**config.mk**
```make
export PLATFORM = sky130hd
export DESIGN_NAME = probabilistic_thread_state_table_core
export DESIGN_NICKNAME = d
export VERILOG_FILES = /design/src/sv/ptst_pkg.sv /design/src/sv/ptst_alu.sv /design/src/sv/probabilistic_thread_state_table_core.sv
export SDC_FILE = /design/constraint.sdc
export NUM_CORES = 2
export LEC_CHECK = 0
export ABC_AREA = 1
export BUFFER_PORTS_ARGS = -buffer_cell sky130_fd_sc_hd__buf_2
export CAP_MARGIN = 20
export CORE_MARGIN = 8
export CORE_UTILIZATION = 45
export CTS_CLUSTER_DIAMETER = 100
export DETAILED_ROUTE_END_ITERATION = 10
export HOLD_SLACK_MARGIN = 0.15
export PLACE_DENSITY = 0.67
export SYNTH_ARGS = -nofsm -noshare
export SYNTH_HDL_FRONTEND = slang
export SYNTH_SLANG_ARGS = --single-unit
```
**constraint.sdc**
```tcl
create_clock -name aclk -period 8 [get_ports aclk]
set_clock_uncertainty 0.2 [all_clocks]
set_input_delay 0 -clock aclk [delete_from_list [all_inputs] [get_ports aclk]]
set_output_delay 0 -clock aclk [all_outputs]
set_load 0.03 [all_outputs]
```
**src/sv/ptst_pkg.sv**
```systemverilog
package ptst_pkg;

    // Table size default and field widths.
    localparam int TABLE_DEPTH_DEF = 16;
    localparam int KEY_W           = 16;
    localparam int PROB_W          = 20;
    localparam int ADJ_W           = 21;
    localparam int CNT32_W         = 32;
    localparam int S_TDATA_W       = 64;
    localparam int M_TDATA_W       = 72;

    // Probability limits in millionths.
    localparam logic [PROB_W-1:0] PROB_FULL    = 20'd1000000;
    localparam logic [PROB_W-1:0] PROB_DEFAULT = 20'd500000;

    // Commands.
    localparam logic [1:0] CMD_ENTER    = 2'd0;
    localparam logic [1:0] CMD_EVALUATE = 2'd1;
    localparam logic [1:0] CMD_ADJUST   = 2'd2;
    localparam logic [1:0] CMD_NOP      = 2'd3;

    // Thread states.
    localparam logic [1:0] ST_SLEEPING  = 2'd0;
    localparam logic [1:0] ST_UNDECIDED = 2'd1;
    localparam logic [1:0] ST_RUNNING   = 2'd2;

    // Result status codes.
    localparam logic [1:0] STATUS_OK        = 2'd0;
    localparam logic [1:0] STATUS_NOT_FOUND = 2'd1;
    localparam logic [1:0] STATUS_FULL      = 2'd2;

    // One table entry.
    typedef struct packed {
        logic [KEY_W-1:0]   key;
        logic [1:0]         state;
        logic [PROB_W-1:0]  prob;
        logic [CNT32_W-1:0] transitions;
        logic [CNT32_W-1:0] resolutions;
    } entry_t;

endpackage

```
**src/sv/ptst_alu.sv**
```systemverilog
module ptst_alu
    import ptst_pkg::*;
(
    input  logic [1:0]        op,
    input  entry_t            entry_in,
    input  logic [ADJ_W-1:0]  adjustment,
    input  logic [PROB_W-1:0] random_value,
    output entry_t            entry_out
);

    logic [PROB_W+2:0]  sum;
    logic               sum_neg;
    logic               sum_over;
    logic [PROB_W-1:0]  prob_sat;
    logic [CNT32_W-1:0] trans_inc;
    logic [CNT32_W-1:0] resol_inc;
    logic               draw_runs;

    // Saturating probability update: the sum is evaluated in 23 bits.
    always_comb begin
        sum       = {3'b000, entry_in.prob} + {{2{adjustment[ADJ_W-1]}}, adjustment};
        sum_neg   = sum[PROB_W+2];
        sum_over  = !sum_neg && (sum[PROB_W+1:0] > {2'b00, PROB_FULL});
        prob_sat  = sum_neg ? '0 : (sum_over ? PROB_FULL : sum[PROB_W-1:0]);
        trans_inc = entry_in.transitions + 32'd1;
        resol_inc = entry_in.resolutions + 32'd1;
        draw_runs = random_value < entry_in.prob;
    end

    // Entry update for evaluate and adjust; other operations pass the entry.
    always_comb begin
        entry_out = entry_in;
        unique case (op)
            CMD_EVALUATE: begin
                if (entry_in.state == ST_UNDECIDED) begin
                    entry_out.state       = draw_runs ? ST_RUNNING : ST_SLEEPING;
                    entry_out.transitions = trans_inc;
                    entry_out.resolutions = resol_inc;
                end
            end
            CMD_ADJUST: begin
                entry_out.prob        = prob_sat;
                entry_out.state       = ST_UNDECIDED;
                entry_out.transitions = trans_inc;
            end
            default: begin
                entry_out = entry_in;
            end
        endcase
    end

endmodule

```
**src/sv/probabilistic_thread_state_table_core.sv**
```systemverilog
// Enter, the unused command and a lookup in an empty table go from acceptance straight to the
// result stage. Evaluate and adjust scan from the newest entry, one entry per cycle through the
// registered read port, then update a hit entry in the execute state before the result stage.
// The next transaction is taken only after the result is loaded into the output register, so a
// stalled result delays it.
// Reset (aresetn low, synchronous) empties the table and sets the initial probability to 500000.
module probabilistic_thread_state_table_core
    import ptst_pkg::*;
#(
    parameter int TABLE_DEPTH = TABLE_DEPTH_DEF
) (
    input  logic                 aclk,
    input  logic                 aresetn,
    // cfg_wdata: initial_probability
    input  logic                 cfg_we,
    input  logic [PROB_W-1:0]    cfg_wdata,
    input  logic                 s_tvalid,
    output logic                 s_tready,
    // s_tdata from bit 0: cmd[1:0], thread_key[17:2], adjustment[38:18],
    // random_value[58:39], zero fill
    input  logic [S_TDATA_W-1:0] s_tdata,
    output logic                 m_tvalid,
    input  logic                 m_tready,
    // m_tdata from bit 0: status[1:0], thread_state[3:2], transition_count[35:4],
    // resolution_count[67:36], zero fill
    output logic [M_TDATA_W-1:0] m_tdata
);

    localparam int IDX_W = (TABLE_DEPTH > 1) ? $clog2(TABLE_DEPTH) : 1;
    localparam int CNT_W = $clog2(TABLE_DEPTH + 1);

    localparam logic [1:0] S_IDLE = 2'd0;
    localparam logic [1:0] S_SCAN = 2'd1;
    localparam logic [1:0] S_EXEC = 2'd2;
    localparam logic [1:0] S_RESP = 2'd3;

    logic [1:0]          state_reg, state_next;
    logic [PROB_W-1:0]   init_prob_reg;
    logic [CNT_W-1:0]    fill_level_reg, fill_level_next;

    // Latched request.
    logic [1:0]          cmd_reg;
    logic [KEY_W-1:0]    key_reg;
    logic [ADJ_W-1:0]    adj_reg;
    logic [PROB_W-1:0]   rnd_reg;

    // Scan pointer and registered read port.
    logic [IDX_W-1:0]    scan_addr_reg;
    logic [IDX_W-1:0]    rd_idx_reg;
    logic                rd_last_reg;
    logic                rd_vld_reg;
    entry_t              rd_data_reg;
    logic                rd_en;
    logic                key_hit;

    // Result staging and output register.
    logic [1:0]          res_status_reg, res_status_next;
    logic [1:0]          res_state_reg, res_state_next;
    logic [CNT32_W-1:0]  res_trans_reg, res_trans_next;
    logic [CNT32_W-1:0]  res_resol_reg, res_resol_next;
    logic                m_tvalid_reg;
    logic [M_TDATA_W-1:0] m_tdata_reg;
    logic                out_free;

    // Table memory.
    entry_t              table_mem [TABLE_DEPTH];
    logic                mem_we;
    logic [IDX_W-1:0]    mem_waddr;
    entry_t              mem_wdata;
    entry_t              new_entry;
    entry_t              alu_out;

    // Input fields.
    logic [1:0]          s_cmd;
    logic [KEY_W-1:0]    s_key;
    logic [ADJ_W-1:0]    s_adj;
    logic [PROB_W-1:0]   s_rnd;
    logic                s_accept;
    logic                table_full;

    assign s_cmd    = s_tdata[1:0];
    assign s_key    = s_tdata[17:2];
    assign s_adj    = s_tdata[38:18];
    assign s_rnd    = s_tdata[58:39];
    assign s_tready = (state_reg == S_IDLE);
    assign s_accept = s_tvalid && s_tready;
    assign out_free = !m_tvalid_reg || m_tready;
    assign m_tvalid = m_tvalid_reg;
    assign m_tdata  = m_tdata_reg;

    assign table_full = (fill_level_reg >= CNT_W'(TABLE_DEPTH));
    assign key_hit    = rd_vld_reg && (rd_data_reg.key == key_reg);
    assign rd_en      = (state_reg == S_SCAN) && !(rd_vld_reg && (key_hit || rd_last_reg));

    // Fresh entry for enter, probability saturated to full.
    always_comb begin
        new_entry.key         = s_key;
        new_entry.state       = ST_UNDECIDED;
        new_entry.prob        = (init_prob_reg > PROB_FULL) ? PROB_FULL : init_prob_reg;
        new_entry.transitions = 32'd1;
        new_entry.resolutions = '0;
    end

    ptst_alu u_alu (
        .op           (cmd_reg),
        .entry_in     (rd_data_reg),
        .adjustment   (adj_reg),
        .random_value (rnd_reg),
        .entry_out    (alu_out)
    );

    // Sequencer.
    always_comb begin
        state_next      = state_reg;
        fill_level_next = fill_level_reg;
        res_status_next = res_status_reg;
        res_state_next  = res_state_reg;
        res_trans_next  = res_trans_reg;
        res_resol_next  = res_resol_reg;
        mem_we          = 1'b0;
        mem_waddr       = rd_idx_reg;
        mem_wdata       = alu_out;
        unique case (state_reg)
            S_IDLE: begin
                if (s_accept) begin
                    state_next      = S_RESP;
                    res_status_next = STATUS_OK;
                    res_state_next  = ST_SLEEPING;
                    res_trans_next  = '0;
                    res_resol_next  = '0;
                    case (s_cmd)
                        CMD_ENTER: begin
                            if (table_full) begin
                                res_status_next = STATUS_FULL;
                            end else begin
                                mem_we          = 1'b1;
                                mem_waddr       = fill_level_reg[IDX_W-1:0];
                                mem_wdata       = new_entry;
                                fill_level_next = fill_level_reg + 1'b1;
                                res_state_next  = new_entry.state;
                                res_trans_next  = new_entry.transitions;
                                res_resol_next  = new_entry.resolutions;
                            end
                        end
                        CMD_NOP: begin
                            res_status_next = STATUS_OK;
                        end
                        default: begin
                            if (fill_level_reg == '0) begin
                                res_status_next = STATUS_NOT_FOUND;
                            end else begin
                                state_next = S_SCAN;
                            end
                        end
                    endcase
                end
            end
            S_SCAN: begin
                if (key_hit) begin
                    state_next = S_EXEC;
                end else if (rd_vld_reg && rd_last_reg) begin
                    state_next      = S_RESP;
                    res_status_next = STATUS_NOT_FOUND;
                end
            end
            S_EXEC: begin
                mem_we          = 1'b1;
                state_next      = S_RESP;
                res_status_next = STATUS_OK;
                res_state_next  = alu_out.state;
                res_trans_next  = alu_out.transitions;
                res_resol_next  = alu_out.resolutions;
            end
            S_RESP: begin
                if (out_free) begin
                    state_next = S_IDLE;
                end
            end
            default: begin
                state_next = S_IDLE;
            end
        endcase
    end

    // Control registers.
    always_ff @(posedge aclk) begin
        if (!aresetn) begin
            state_reg      <= S_IDLE;
            fill_level_reg <= '0;
            init_prob_reg  <= PROB_DEFAULT;
            rd_vld_reg     <= 1'b0;
            m_tvalid_reg   <= 1'b0;
        end else begin
            state_reg      <= state_next;
            fill_level_reg <= fill_level_next;
            rd_vld_reg     <= rd_en;
            if (cfg_we) begin
                init_prob_reg <= cfg_wdata;
            end
            if (state_reg == S_RESP && out_free) begin
                m_tvalid_reg <= 1'b1;
            end else if (m_tready) begin
                m_tvalid_reg <= 1'b0;
            end
        end
    end

    // Request, scan pointer and result payload.
    always_ff @(posedge aclk) begin
        res_status_reg <= res_status_next;
        res_state_reg  <= res_state_next;
        res_trans_reg  <= res_trans_next;
        res_resol_reg  <= res_resol_next;
        if (s_accept) begin
            cmd_reg       <= s_cmd;
            key_reg       <= s_key;
            adj_reg       <= s_adj;
            rnd_reg       <= s_rnd;
            scan_addr_reg <= IDX_W'(fill_level_reg - 1'b1);
        end else if (rd_en) begin
            scan_addr_reg <= scan_addr_reg - 1'b1;
        end
        if (rd_en) begin
            rd_idx_reg  <= scan_addr_reg;
            rd_last_reg <= (scan_addr_reg == '0);
        end
        if (state_reg == S_RESP && out_free) begin
            m_tdata_reg <= {4'b0000, res_resol_reg, res_trans_reg, res_state_reg, res_status_reg};
        end
    end

    // Table memory write port.
    always_ff @(posedge aclk) begin
        if (mem_we) begin
            table_mem[mem_waddr] <= mem_wdata;
        end
    end

    // Table memory read port, data registered.
    always_ff @(posedge aclk) begin
        if (rd_en) begin
            rd_data_reg <= table_mem[scan_addr_reg];
        end
    end

endmodule

```
# After elaboration in Yosys (flattened, before gate mapping)
# Memory sizes are Yosys's and may differ from the RTL's. A register that Yosys moved wholly into a read port is not among the register bits.
# Index checks and enable logic that the tools add are counted.
[word_totals] ff_bits=233 latchBits=0 ram_bits=1632 mem_bits_ro=0 inputBits=89 out_inout_bits=74 elab_cells=119 n_memories=1
[memory_table] memory="table_mem" depth=16 width=102 read_ports=1 rd_clocked_by_memory_dff=1 wr=1 line="probabilistic_thread_state_table_core.sv:66" rtl="entry_t table_mem [TABLE_DEPTH];"
[op_classes] n_addsub=6 multipliers=0 div=0 order_cmp=4 eq_ne=13 shift=0 n_mux=52 bitwise_logic=1 reduce_logical=25
[ops] op="2-to-1 mux 102 bit" n=4
[ops] op="case mux 32 bit (2 select lines)" n=3
[ops] op="2-to-1 mux 32 bit" n=3
[ops] op="2-to-1 mux 20 bit" n=4
[ops] op="adder 32 x 1 -> 32 bit, second input constant" n=2
[ops] op="2-to-1 mux 64 bit" n=1
[ops] op="2-to-1 mux 2 bit" n=13
[ops] op="2-to-1 mux 4 bit" n=6
[ops] op="adder 21 x 21 -> 22 bit" n=1
[ops] op="greater-than comparator 22 x 20 -> 1 bit, second input constant" n=1
[ops] op="greater-than comparator 20 bit, second input constant" n=1
[ops] op="< comparator 20 bit" n=1
[ops] op="== test 16 bit" n=1
[ops] op="2-to-1 mux 1 bit" n=12
[ops] op="case mux 2 bit (2 select lines)" n=3
[ops] op="== test 2 bit, second input constant" n=4
[ops] op="case mux 2 bit (4 select lines)" n=1
[ops] op="AND reduction 4 bit" n=2
[ops] op="subtractor 4 x 1 -> 4 bit, second input constant" n=2
[ops] op="logical AND 1 bit" n=7
[ops] op="== test 2 x 1 -> 1 bit, second input constant" n=3
[ops] op="case mux 2 bit (3 select lines)" n=1
[ops] op="nonzero test 2 bit" n=3
[ops] op="adder 5 x 1 -> 5 bit, second input constant" n=1
[ops] op="15 further kinds" n=21

# Longest topological paths before layout
[depth] ltp_word=10 ltp_mapped=23 mapped_depth_nobuf=22

# Cells and area by module
# A second synthesis with hierarchy kept.
[hier_totals] hier_cells=6198 area_unflattened_um2=82098.7
[by_module_without_submodules] module="probabilistic_thread_state_table_core" instances=1 cells_each=5312 area_per_inst_um2=77465.5 seq_area_each_um2=58776.4
[by_module_without_submodules] module="ptst_alu" instances=1 cells_each=886 area_per_inst_um2=4633.2 seq_area_each_um2=0.0

# Worst setup path after synthesis
# Ideal clock, no wire load.
[synth_timing] path_kind="register -> register" startpoint="register state_reg[1]" endpoint="memory table_mem[4][0] (netlist bit) (enable)" setup_time_ns=0.564 arrival_ns=7.096 t_required_ns=7.236 slack_ns=0.140 stages_incl_launch_ff=9 path_buffers=0 period_less_slack_ns=7.860 path_cell_list="dfxtp_1 > inv_1 > ha_1 > nand2_1 > inv_1 > nand2_1 > o22ai_1 > nand2_1 > nor2_1"
[synth_between] elab_chain_len=6 word_cells_on_any_way=9 cone_classes="eq/ne: 1; mux: 6; reduce/logical: 2"
[synth_rtl] item="from (decl)" line="probabilistic_thread_state_table_core.sv:37" rtl="logic [1:0] state_reg, state_next;"
[synth_rtl] item="from (signal assigned)" line="probabilistic_thread_state_table_core.sv:194" rtl="state_reg <= state_next;"
[synth_rtl] item="logical NOT 2 bit (*)" line="probabilistic_thread_state_table_core.sv:85" rtl="assign s_tready = (state_reg == S_IDLE);"
[synth_rtl] item="net s_tready" line="probabilistic_thread_state_table_core.sv:18" rtl="output logic s_tready,"
[synth_rtl] item="logical AND 1 bit (*)" line="probabilistic_thread_state_table_core.sv:86" rtl="assign s_accept = s_tvalid && s_tready;"
[synth_rtl] item="net s_accept" line="probabilistic_thread_state_table_core.sv:78" rtl="logic s_accept;"
[synth_rtl] item="2-to-1 mux 1 bit" line="probabilistic_thread_state_table_core.sv:125" rtl="if (s_accept) begin"
[synth_rtl] item="case mux 1 bit (2 select lines)" line="probabilistic_thread_state_table_core.sv:123" rtl="unique case (state_reg)"
[synth_rtl] item="2-to-1 mux 1 bit" line="probabilistic_thread_state_table_core.sv:234" rtl="if (mem_we) begin"
[synth_rtl] item="2-to-1 mux 1 bit (not written as such)" line="probabilistic_thread_state_table_core.sv:235" rtl="table_mem[mem_waddr] <= mem_wdata;"
[synth_rtl] item="to (decl)" line="probabilistic_thread_state_table_core.sv:66"
# The timed path passes the listed nets; every way through them passes the cells marked *.

# Worst setup path in the final report
[layout_timing] startpoint="register state_reg[1]" endpoint="memory table_mem[12][92] (netlist bit) (enable)"
[layout_between] elab_chain_len=6 word_cells_on_any_way=9 cone_classes="eq/ne: 1; mux: 6; reduce/logical: 2"
[layout_rtl] item="logical NOT 2 bit" line="probabilistic_thread_state_table_core.sv:85, probabilistic_thread_state_table_core.sv:123"
[layout_rtl] item="logical AND 1 bit" line="probabilistic_thread_state_table_core.sv:86"
[layout_rtl] item="2-to-1 mux 1 bit" line="probabilistic_thread_state_table_core.sv:125"
[layout_rtl] item="case mux 1 bit (2 select lines)" line="probabilistic_thread_state_table_core.sv:123"
[layout_rtl] item="2-to-1 mux 1 bit" line="probabilistic_thread_state_table_core.sv:234"
[layout_rtl] item="2-to-1 mux 1 bit (not written as such)" line="probabilistic_thread_state_table_core.sv:235"
# Several ways; a longest one is shown, not always the timed one.

==> flow_metrics.tcl <==
set metrics [dict create \
    outcome "completed" \
    die_area_mm2 0.189 \
    die_x_um 434 \
    drc_errors 0 \
    max_freq_mhz 190 \
    worstReg2RegStart "state_reg[1]" \
    routabilityCongestion 0.883 \
    synth_commonest_cells "edfxtp_1 (1,938), nor2_1 (1,042), o21ai_0 (852), nand2_1 (581), clkbuf_1 (339)" \
    grt_max_degree 244 \
    cts_buffer_depth 3 \
    fin_nets 6518 \
    final.setup.tns_ps 0 \
    grt_use_total 0.214 \
    leakage_nw 30.2 \
    yosys_warnings 0 \
    wl_per_cell_um 23.5 \
    synthCells 6105 \
    worstMarginPinSlew_ps 1240 \
    crit_family "simple AND/OR/NAND/NOR gates" \
    synth_area_leader_cell "edfxtp_1" \
    synth.top_cells.by_area "edfxtp_1 (74%), o21ai_0 (5.4%), nor2_1 (5.0%)" \
    cts_tree "built" \
    routed_wl_mm 209 \
    relSlewSlack 0.170 \
    num_vias 51600 \
    holdPathEnd "table_mem[13][90]" \
    finalCriticalPeriod_ps 5270 \
    finalMaxSlewViolations 0 \
    hold_path.class "input port to flip-flop" \
    critPathKind "flip-flop to flip-flop" \
    synth_seq_cells 1967 \
    grt_pass1_vias 50300 \
    htree_levels 4 \
    critical_path.startpoint_type "flip-flop" \
    syn_area_mm2 0.0788 \
    path_max_fanout 67 \
    hold_depth 5 \
    die_h_um 434 \
    grt_overflow 0 \
    hpwl_mm 105 \
    cellPowerDensity_mw_per_mm2 383 \
    yosysSeqAreaShare 0.746 \
    holdCritStartpoint "s_tdata[6]" \
    synth_edf_count 1938 \
    hold_violations 0 \
    slowest_stage "nor2_4" \
    r2r-end "table_mem[12][92]" \
    crit_path_cell_trace "inv_1 > ha_1 > nand2_1 > nor2_4 > buf_4 > nand2_1 > o21ai_0 > nand3_1 > nor2_4 > buf_4" \
    ant_nets 0 \
    largest_register_ffs 1632 \
    fillers 14100 \
    post_cts_buffers 0 \
    arrival_ps 5490 \
    worstRegToRegCells 10 \
    path_depth 10 \
    cts_buffers 187 \
    setup_violations 0 \
    drive_above_1_share 0.0909 \
    root_buffer "clkbuf_16" \
    cts.reportedPaths.clkPinSlew_ps 60 \
    finalCritPeriodShare 0.659 \
    synthMostInstantiatedCell "edfxtp_1" \
    rrSetupSlack_ps 2730 \
    viasPerCell 5.82 \
    grt_pass1_wl_mm 310 \
    core_mm2 0.174 \
    required_ps 8220 \
    drt_iter0_markers 5766 \
    critPathCaptureType "flip-flop" \
    ioPinCount 163 \
    ir_worst_vdd_uv 577 \
    grt_antenna_before_repair 5 \
    rsz0062_at_grt "no" \
    drt_pass1_iterations 8 \
    synth_top_area_share 0.739 \
    rows 153 \
    final_util 0.519 \
    cts_resized 0 \
    insertion_delay_ps 840 \
    fin_cells 8867 \
    synth.distinct_cells 56 \
    postCtsHoldBufs 206 \
    whs_ps 178 \
    synth_area_per_cell_um2 12.9 \
    portBuffers 153 \
    synth_ff_type "edfxtp_1" \
    cts.sinks 1967 \
    placedCellCount 8295 \
    initial_core_util 0.453 \
    maxCapViolCount 0 \
    slowest_delay_ps 930 \
    area_growth_syn_to_layout_pct 14.6 \
    cp.buffers_inverters 3 \
    synth-async-reset-ratio 0 \
]
[through the flow]
stage	cell area [um^2]	total power, mW	worst slack (ps)
6_report	90300	34.6	2730
5_1_grt	90300	36.3	2500
4_1_cts	90100	34.6	2660
3_5_place_dp	81900	25.7	2700
3_3_place_gp	81900	25.4	2770
2_1_floorplan	78800	22.0	140
[cell type report]
type | count | area, um^2 | share of cell area
flip-flops and latches | 1967 | 58800 | 0.651
clock buffers | 230 | 4930 | 0.0546
repair buffers | 452 | 3690 | 0.0408
diodes | 7 | 17.5 | 0.000194
multi-input cells | 3562 | 18000 | 0.199
inverters | 207 | 802 | 0.00888
clock inverters | 117 | 1210 | 0.0134
well taps | 2325 | 2910 | 0.0322
[worst max path at each step]
stage                 start                end
2_1_floorplan  state_reg[1]    table_mem[4][0]
3_3_place_gp   state_reg[1]   table_mem[4][92]
5_1_grt        state_reg[1]  table_mem[12][92]
4_1_cts        state_reg[1]   table_mem[4][92]
3_5_place_dp   state_reg[1]   table_mem[4][92]
6_report       state_reg[1]  table_mem[12][92]
[cell usage in the layout (no fill, tap or decap), types with 29 or more instances in the layout]
cell           instances
nor2_1              1023
xor2_1                46
dlygate4sd3_1        206
nand3_1              210
dfxtp_1               29
inv_1                197
o221ai_1             155
buf_2                153
a21oi_1              132
clkbuf_16            189
clkinv_1              34
o21ai_0              851
ha_1                  51
clkbuf_1              36
clkinv_2              36
nand2_1              581
edfxtp_1            1938
o22ai_1              254
buf_4                 80
nor3_1                30
o211ai_1              59
[cells by family after synthesis]
logic type,synth area share
DFF,0.746
and+or+nand+nor,0.101
AOI/OAI and AO/OA,0.110
buffers and inverters,0.0282
xor gates and xnor gates,0.00589
adders and majority gates,0.00835
muxes,0.000254
other,0.0000476
[worst register-to-register path, stage by stage (launching register included)]
cell	delay [ps]
dfxtp_1	340
inv_1	110
ha_1	280
nand2_1	280
nor2_4	180
buf_4	750
nand2_1	160
o21ai_0	220
nand3_1	400
nor2_4	930
buf_4	920
[metal layers]
metal / wire [um] / up-vias / GRT usage
met5: 0 / - / 0
met4: 8990 / 0 / 0.0890
met3: 16700 / 463 / 0.0316
met2: 100000 / 2496 / 0.357
met1: 82500 / 25600 / 0.284
li1: - / 23100 / -
[report_power, final]
part	internal, mW	switching [mW]
logic	2.81	8.24
registers	14.2	0.548
clock network	4.97	3.84
total	22.0	12.6
Power figures use the tool's default switching activity.
